[config.mk]
export PLATFORM = sky130hd
export DESIGN_NAME = tsg_outq_flat
export DESIGN_NICKNAME = d
export VERILOG_FILES = /design/src/rtl/tsg_pkg.sv /design/src/rtl/tsg_if.sv /design/src/rtl/tsg_outq.sv /design/src/flat_wrapper.sv
export SDC_FILE = /design/constraint.sdc
export NUM_CORES = 1
export LEC_CHECK = 0
export BUFFER_PORTS_ARGS = -buffer_cell sky130_fd_sc_hd__buf_2
export CAP_MARGIN = 40
export CORE_UTILIZATION = 25
export CTS_BUF_LIST = sky130_fd_sc_hd__clkbuf_2
export DETAILED_ROUTE_END_ITERATION = 10
export HOLD_SLACK_MARGIN = 0.15
export PLACE_DENSITY = 0.53
export SYNTH_ARGS = -nofsm -noshare
export SYNTH_HDL_FRONTEND = slang
export SYNTH_SLANG_ARGS = --single-unit
export TNS_END_PERCENT = 20
[constraint.sdc]
create_clock -name i_clk -period 1.9 [get_ports i_clk]
set_clock_uncertainty 0.1 [all_clocks]
set_input_delay 0.19 -clock i_clk [delete_from_list [all_inputs] [get_ports i_clk]]
set_output_delay 0.19 -clock i_clk [all_outputs]
set_load 0.05 [all_outputs]
[src/rtl/tsg_pkg.sv]
`default_nettype none

package tsg_pkg;

    // Field widths
    localparam int TYPE_W         = 16;
    localparam int CODE_W         = 16;
    localparam int VALUE_W        = 32;
    localparam int GAIN_W         = 16;
    localparam int GESTURE_W      = 3;
    localparam int CFG_IDX_W      = 1;

    // Coordinate format
    localparam int COORD_BITS     = 16;
    localparam int GAIN_FRAC_BITS = 10;

    // Scaler arithmetic widths
    localparam int PROD_W = VALUE_W + GAIN_W + 1;
    localparam int Q_W    = PROD_W - GAIN_FRAC_BITS;

    // Event numbering
    localparam logic [TYPE_W-1:0] EVT_KEY    = TYPE_W'(1);
    localparam logic [TYPE_W-1:0] EVT_ABS    = TYPE_W'(3);
    localparam logic [CODE_W-1:0] CODE_TOUCH = CODE_W'(16'h014A);
    localparam logic [CODE_W-1:0] CODE_X     = CODE_W'(0);
    localparam logic [CODE_W-1:0] CODE_Y     = CODE_W'(1);

    // Gesture classes
    localparam logic [GESTURE_W-1:0] G_TAP   = GESTURE_W'(0);
    localparam logic [GESTURE_W-1:0] G_UP    = GESTURE_W'(1);
    localparam logic [GESTURE_W-1:0] G_DOWN  = GESTURE_W'(2);
    localparam logic [GESTURE_W-1:0] G_LEFT  = GESTURE_W'(3);
    localparam logic [GESTURE_W-1:0] G_RIGHT = GESTURE_W'(4);

    // Configuration register indexes
    localparam logic [CFG_IDX_W-1:0] REG_X_GAIN = CFG_IDX_W'(0);
    localparam logic [CFG_IDX_W-1:0] REG_Y_GAIN = CFG_IDX_W'(1);

    localparam logic [GAIN_W-1:0] GAIN_RESET = GAIN_W'(1024);

    typedef logic signed [COORD_BITS-1:0] t_coord;

    typedef struct packed {
        logic [TYPE_W-1:0]         event_type;
        logic [CODE_W-1:0]         event_code;
        logic signed [VALUE_W-1:0] event_value;
    } t_event;

    typedef struct packed {
        logic                 valid;
        logic [GESTURE_W-1:0] gesture;
    } t_result;

endpackage

`default_nettype wire

[src/rtl/tsg_if.sv]
`default_nettype none


interface tsg_gesture_if;
    import tsg_pkg::*;

    logic                 valid;
    logic                 ready;
    logic [GESTURE_W-1:0] gesture;

    modport source (output valid, output gesture, input ready);
    modport sink   (input valid, input gesture, output ready);
endinterface


`default_nettype wire

[src/rtl/tsg_outq.sv]
`default_nettype none

module tsg_outq (
    input  wire logic                           i_clk,
    input  wire logic                           i_rst_n,
    input  wire logic                           i_push,
    input  wire logic [tsg_pkg::GESTURE_W-1:0]  i_gesture,
    output logic                                o_full,
    tsg_gesture_if.source                       o_gst
);
    import tsg_pkg::*;

    logic [1:0]           r_cnt;
    logic [GESTURE_W-1:0] r_d0;
    logic [GESTURE_W-1:0] r_d1;
    logic [1:0]           n_cnt;
    logic [GESTURE_W-1:0] n_d0;
    logic [GESTURE_W-1:0] n_d1;
    logic                 pop;

    assign pop           = (r_cnt != 2'd0) && o_gst.ready;
    assign o_full        = (r_cnt == 2'd2);
    assign o_gst.valid   = (r_cnt != 2'd0);
    assign o_gst.gesture = r_d0;

    // Two-entry queue: head in r_d0
    always_comb begin
        n_cnt = r_cnt;
        n_d0  = r_d0;
        n_d1  = r_d1;
        unique case ({i_push, pop})
            2'b10: begin
                if (r_cnt == 2'd0) begin
                    n_d0 = i_gesture;
                end else begin
                    n_d1 = i_gesture;
                end
                n_cnt = r_cnt + 2'd1;
            end
            2'b01: begin
                n_d0  = r_d1;
                n_cnt = r_cnt - 2'd1;
            end
            2'b11: begin
                if (r_cnt == 2'd1) begin
                    n_d0 = i_gesture;
                end else begin
                    n_d0 = r_d1;
                    n_d1 = i_gesture;
                end
            end
            default: begin
            end
        endcase
    end

    always_ff @(posedge i_clk) begin
        if (!i_rst_n) begin
            r_cnt <= 2'd0;
        end else begin
            r_cnt <= n_cnt;
        end
    end

    always_ff @(posedge i_clk) begin
        r_d0 <= n_d0;
        r_d1 <= n_d1;
    end

    a_no_push_when_full : assert property (@(posedge i_clk) disable iff (!i_rst_n)
        i_push |-> (r_cnt != 2'd2))
        else $error("push into full output queue");

    a_count_bound : assert property (@(posedge i_clk) disable iff (!i_rst_n)
        r_cnt != 2'd3)
        else $error("output queue count out of range");

    a_head_kept_on_stall : assert property (@(posedge i_clk) disable iff (!i_rst_n)
        (o_gst.valid && !o_gst.ready) |=> (o_gst.valid && $stable(o_gst.gesture)))
        else $error("queued gesture changed while stalled");

endmodule

`default_nettype wire

[src/flat_wrapper.sv]
// flat-port wrapper written by rule: the top's interface ports become plain ports
module tsg_outq_flat import tsg_pkg::*;
  (i_clk, i_rst_n, i_push, i_gesture, o_full, o_gst_valid, o_gst_gesture, o_gst_ready);
  tsg_gesture_if o_gst_i ();
  input  wire logic i_clk;
  input  wire logic i_rst_n;
  input  wire logic i_push;
  input  wire logic [tsg_pkg::GESTURE_W-1:0] i_gesture;
  output logic o_full;
  output wire logic [$bits(o_gst_i.valid)-1:0] o_gst_valid;
  output wire logic [$bits(o_gst_i.gesture)-1:0] o_gst_gesture;
  input wire logic [$bits(o_gst_i.ready)-1:0] o_gst_ready;
  assign o_gst_valid = o_gst_i.valid;
  assign o_gst_gesture = o_gst_i.gesture;
  assign o_gst_i.ready = o_gst_ready;
  tsg_outq u_core (.i_clk(i_clk), .i_rst_n(i_rst_n), .i_push(i_push), .i_gesture(i_gesture), .o_full(o_full), .o_gst(o_gst_i));
endmodule
==> results.sh, run 1 <==
export IMPL_cp_max_fo=4
export IMPL_hpwl_um=791
export IMPL_synth_xor_xnor_area_share_pct=1.74
export IMPL_critPathKind="reg2reg"
export IMPL_fp_dieH_um=46.9
export IMPL_synthMuxAreaShare_pct=0
export IMPL_place_area_um2=621
export IMPL_max_slew_margin_pct=83.2
export IMPL_place_gp_congestion=0.739
export IMPL_grt_max_degree=7
export IMPL_grt_antenna_before_repair=0
export IMPL_grt_util_met3_pct=4.62
export IMPL_syn_inst=49
export IMPL_cts_buffer_depth=2
export IMPL_drt_pass1_iter_count=4
export IMPL_fin_nets=90
export IMPL_cts_htree_levels=1
export IMPL_synth_fa_ha_area_share_pct=22.3
export IMPL_p_leak_nw=0.324
export IMPL_ant_nets=0
export IMPL_fill_cells=202
export IMPL_area_delta_synth_final_pct=41.7
export IMPL_rsz0062_at_grt="false"
export IMPL_cp_end_kind="flip-flop"
export IMPL_io_buffers=11
export IMPL_synth_common_cells="ha_1, nand3_1, edfxtp_1, inv_1"
export IMPL_fp_row_count=15
export IMPL_holdWs_ns=0.435
export IMPL_cts_root_buf="clkbuf_2"
export IMPL_wl_per_cell_um=10.3
export IMPL_power_density_mw_per_mm2=1120
export IMPL_yosys_area_share_simple_pct=16.9
export IMPL_async_flop_share_pct=0
export IMPL_rrSetupSlack_ns=0.15
export IMPL_drt_first_iter_violations=4
export IMPL_worstMarginPinSlew_ns=0.254
export IMPL_grt_util_met1_pct=13.3
export IMPL_critical_path_required_ns=1.80
export IMPL_synth_distinct_cells=16
export IMPL_cts_tree="done"
export IMPL_syn_area_um2=504
export IMPL_synth_compound_area_share_pct=10.9
export IMPL_core_mm2=0.00180
export IMPL_clk_insertion_delay_late_ns=0.23
export IMPL_die_x_um=46.9
export IMPL_post_place_ws_ns=-0.0706
export IMPL_drc=0
export IMPL_rr_endpoint="u_core.r_d1[2]"
export IMPL_drive_gt1_share_pct=32.9
export IMPL_crit_path_end="u_core.r_d1[2]"
export IMPL_grt_busiest_layer="met2"
export IMPL_final_core_util_pct=39.7
export IMPL_drt_vias_per_instance=4.36
export IMPL_post_route_period_util_pct=91.9
export IMPL_finalSetupViolations=0
export IMPL_cts_sinks=8
export IMPL_yosys_area_top_type="edfxtp_1"
export IMPL_layout_setup_ws_ns=0.154
export IMPL_synth_nets=65
export IMPL_status="finished, final reports clean"
export IMPL_syn_area_per_cell_um2=10.3
export IMPL_globalRouteMet2Util_pct=17.5
export IMPL_cts_buffers=3
export IMPL_finalCriticalPeriod_ns=1.75
export IMPL_grt_usage_pct=11.2
export IMPL_hold_class="in2reg"
export IMPL_ios=12
export IMPL_drt_total_wl_mm=1.01
export IMPL_synth_top_family_by_area="adder cells"
export IMPL_synth_seq_cells=8
export IMPL_initial_core_util_pct=28.0
export IMPL_final_area_um2=714
export IMPL_clk_pin_slew_ns=0.08
export IMPL_crit_start="u_core.r_cnt[1]"
export IMPL_vias=427
export IMPL_seq_area_um2=220
export IMPL_worstPathArrival_ns=1.64
export IMPL_die_area_mm2=0.00220
export IMPL_synth_area_leaders="edfxtp_1, ha_1, nand3_1, dfxtp_1, a22oi_1"
export IMPL_synth_edf_count=6
export IMPL_diodes=0
export IMPL_overflow=0
export IMPL_max_cap_violations=0
export IMPL_seq_area_frac_synth_pct=43.7
export IMPL_ir_drop_v=0.000534
export IMPL_slew_viol_final=0
export IMPL_hold_viol=0
export IMPL_synth_main_ff_cell="edfxtp_1"
export IMPL_synth_top_cell_area_share_pct=35.7
export IMPL_multiInputGateArea_um2=288
export IMPL_grt_pass1_vias=398
export IMPL_cp_start_kind="flip-flop"
export IMPL_timing_rr_start="u_core.r_cnt[1]"
export IMPL_ys_warnings_count=0
export IMPL_max_freq_mhz=573
export IMPL_reg2reg_depth=7
export IMPL_grt_pass1_wl_mm=1.64
[flip-flops by register name (all words and copies together) (netlist names)]
register / cells
u_core.r_cnt: 2
u_core.r_d1: 3
u_core.o_gst.gesture: 3
[worst min path at each step]
stage | start | endpoint | cells past startpoint
2_1_floorplan | i_gesture[0] | u_core.r_d1[0] | 0
3_3_place_gp | i_gesture[1] | u_core.r_d1[1] | 1
3_5_place_dp | i_gesture[1] | u_core.r_d1[1] | 1
4_1_cts | i_push | u_core.r_cnt[1] | 5
5_1_grt | o_gst_ready | u_core.r_cnt[0] | 5
6_report | i_push | u_core.r_d1[1] | 3
[through the flow]
stage,total power [mW],setup TNS [ns],instances
floorplan,0.539,0,49
CTS,0.783,0,97
detailed placement,0.654,-0.301,89
global route,0.863,0,98
finish,0.804,0,98
global placement,0.652,-0.0244,89
[critical path, cell delays in order, from the launching register on]
cell and delay [ns]:
dfxtp_1 0.36, inv_1 0.07, ha_1 0.22, nor2b_4 0.18
inv_1 0.07, ha_1 0.21, o21ai_0 0.22, a21oi_2 0.08
[layout make-up]
class                           count  share of cell area, %
Multi-Input combinational cell     35                   40.3
Sequential cell                     8                   30.8
Timing Repair Buffer               20                   18.6
Tap cell                           25                   4.38
Inverter                            6                   3.15
Clock buffer                        4                   2.80
[cells by family (layout without fill, tap and decap cells)]
family	count (synthesis)	after routing
adders and majority gates	9	9
xor gates and xnor gates	1	1
AOI/OAI and AO/OA	9	9
DFF	8	8
buffers and inverters	6	30
and+or+nand+nor	16	16
[timing repair]
item,in CTS,in global routing
endpoints found under the setup margin,6,6
buffers inserted,0,1
hold buffers,4,0
hold endpoints to repair,5,0
resized for setup,1,5
[where the power goes]
part           total (mW)  internal (mW)  switching [mW]
Clock               0.115         0.0560          0.0593
Combinational       0.427          0.156           0.271
Sequential          0.261          0.243          0.0178
[layer usage]
layer | share of wire (%) | vias to the layer above
li1 | - | 221
met1 | 48 | 192
met2 | 48 | 12
met3 | 3.9 | 2
met4 | 0.39 | 0
met5 | 0 | -
[cell usage in the layout (no fill, tap or decap)]
| cell type | count |
|---|---|
| ha_1 | 7 |
| a21oi_1 | 1 |
| ha_2 | 1 |
| a21boi_1 | 1 |
| clkbuf_2 | 4 |
| dlygate4sd3_1 | 4 |
| buf_4 | 5 |
| a22oi_1 | 3 |
| o21ai_0 | 3 |
| nor2_1 | 1 |
| and2b_1 | 1 |
| xnor2_1 | 1 |
| a21oi_2 | 1 |
| dfxtp_1 | 2 |
| nor2b_4 | 1 |
| nand2b_1 | 1 |
| nand2_1 | 2 |
| nand4b_1 | 1 |
| nand3_1 | 9 |
| ha_4 | 1 |
| edfxtp_1 | 6 |
| buf_2 | 11 |
| inv_1 | 6 |
Note: power is estimated with default switching activity, not from simulation.
==> run 2: changes to the inputs <==
PLACE_DENSITY = 0.54   (was 0.53)
==> results.sh, run 2 (synthesized netlist as in run 1, its figures left out) <==
export IMPL_cts_htree_levels=1
export IMPL_max_cap_violations=0
export IMPL_rr_endpoint="u_core.r_d1[0]"
export IMPL_die_area_mm2=0.00220
export IMPL_cts_tree="done"
export IMPL_place_area_um2=621
export IMPL_fin_nets=91
export IMPL_die_x_um=46.9
export IMPL_slew_viol_final=0
export IMPL_post_place_ws_ns=-0.0937
export IMPL_grt_pass1_vias=374
export IMPL_hpwl_um=771
export IMPL_crit_start="u_core.r_cnt[0]"
export IMPL_stdcell_count=99
export IMPL_whs_path_depth=5
export IMPL_area_delta_synth_final_pct=42.4
export IMPL_finalCriticalPeriod_ns=1.80
export IMPL_ios=12
export IMPL_place_gp_congestion=0.721
export IMPL_clk_pin_slew_ns=0.09
export IMPL_core_mm2=0.00180
export IMPL_worst_hold_path_endpoint="u_core.r_cnt[0]"
export IMPL_placedCellCount=89
export IMPL_cp_max_fo=5
export IMPL_fp_dieH_um=46.9
export IMPL_final_core_util_pct=39.9
export IMPL_critical_path_required_ns=1.77
export IMPL_final_area_um2=718
export IMPL_drive_gt1_share_pct=32.4
export IMPL_io_buffers=11
export IMPL_hold_class="in2reg"
export IMPL_worstMarginPinSlew_ns=0.252
export IMPL_rrSetupSlack_ns=0.10
export IMPL_p_leak_nw=0.329
export IMPL_timing_rr_start="u_core.r_cnt[0]"
export IMPL_clkPwrFrac_pct=15.1
export IMPL_final_cell_mix="buf_2, nand3_1, ha_1"
export IMPL_crit_family="adder cells"
export IMPL_cts_sinks=8
export IMPL_cellInternalPower_mw=0.457
export IMPL_final_common_cell="buf_2"
export IMPL_cp_end_kind="flip-flop"
export IMPL_drt_total_wl_mm=1.07
export IMPL_fp_row_count=15
export IMPL_reg2reg_depth=7
export IMPL_cts_root_buf="clkbuf_2"
export IMPL_drc=0
export IMPL_diodes=0
export IMPL_status="finished, final reports clean"
export IMPL_path_cells="inv_1 -> ha_1 -> nor2b_4 -> ha_2 -> o21ai_1 -> a21oi_1 -> buf_4"
export IMPL_initial_core_util_pct=28.0
export IMPL_path_buf_inv=2
export IMPL_layout_setup_ws_ns=0.103
export IMPL_grt_antenna_before_repair=0
export IMPL_grt_max_degree=7
export IMPL_worstPathArrival_ns=1.67
export IMPL_finalSetupViolations=0
export IMPL_max_freq_mhz=556
export IMPL_hold_viol=0
export IMPL_grt_usage_pct=10.9
export IMPL_overflow=0
export IMPL_power_density_mw_per_mm2=1130
export IMPL_wl_per_cell_um=10.8
export IMPL_max_slew_margin_pct=83.3
export IMPL_vias=435
export IMPL_ir_drop_v=0.000490
export IMPL_drt_first_iter_violations=7
export IMPL_cts_buffers=3
export IMPL_hold_start="o_gst_ready"
export IMPL_pwr_share_seq_pct=32.1
export IMPL_drt_vias_per_instance=4.39
export IMPL_grt_pass1_wl_mm=1.60
export IMPL_pwr_share_comb_pct=52.7
export IMPL_max_stage_delay_ns=0.34
export IMPL_cts_buffer_depth=2
export IMPL_cp_start_kind="flip-flop"
export IMPL_clk_insertion_delay_late_ns=0.24
export IMPL_post_route_period_util_pct=94.6
export IMPL_ant_nets=0
export IMPL_critPathKind="reg2reg"
export IMPL_switching_power_mw=0.354
export IMPL_rsz0062_at_grt="true"
export IMPL_cpMaxStageDelayCell="dfxtp_1"
export IMPL_drt_pass1_iter_count=4
export IMPL_sw_frac_of_total_pct=43.6
run 2: per-layer routing:
metal  track usage [%]  vias up  routed length [um]
met2              18.3       11                 516
met1              12.9      201                 496
li1                  -      223                   -
met5                 0        -                   0
met3              5.77        0                  55
met4             0.571        0                   0
run 2: worst max path at each step:
| stage | slack, ns | depth (start not counted) | end |
|---|---|---|---|
| global route | -0.04 | 7 | u_core.r_d1[0] |
| finish | 0.10 | 7 | u_core.r_d1[0] |
| global placement | -0.01 | 7 | u_core.r_d1[0] |
| floorplan | 0.03 | 6 | u_core.r_d1[0] |
| CTS | 0.03 | 7 | u_core.o_gst.gesture[0] |
| detailed placement | -0.09 | 7 | u_core.o_gst.gesture[0] |
run 2: stage by stage:
stage | hold WS (ns) | power [mW] | setup TNS, ns
after floorplan | 0.189 | 0.539 | 0
after global placement | 0.301 | 0.648 | -0.0677
after detailed placement | 0.301 | 0.651 | -0.358
after CTS | 0.452 | 0.786 | 0
after global routing | 0.446 | 0.865 | -0.157
final | 0.451 | 0.810 | 0
run 2: area by class of cell:
type | count | area [um2]
clock buffer | 4 | 20.0
sequential | 8 | 220
fill | 193 | 1080
timing repair buffer | 21 | 140
tap | 25 | 31.3
inverter | 6 | 22.5
multi-input combinational | 35 | 284
run 2: power groups by stage:
stage | clock network [mW] | registers, mW | logic [mW]
floorplan | 0 | 0.331 | 0.208
global placement | 0 | 0.263 | 0.386
detailed placement | 0 | 0.264 | 0.386
CTS | 0.127 | 0.260 | 0.399
global route | 0.133 | 0.266 | 0.466
finish | 0.123 | 0.260 | 0.427
run 2: worst min-delay path: cells and delay by family:
family | cells | cell delay, ns
AND/OR/NAND/NOR | 2 | 0.19
AO/OA/AOI/OAI | 1 | 0.06
adder cells (fa/ha/maj) | 1 | 0.21
buffers and inverters | 1 | 0.10
run 2: timing repair:
item,CTS,global route
setup buffers,0,2
cloned,0,0
setup endpoints to repair,6,6
endpoints found under the hold margin,5,0
hold buffers,4,0
resized for setup,2,4
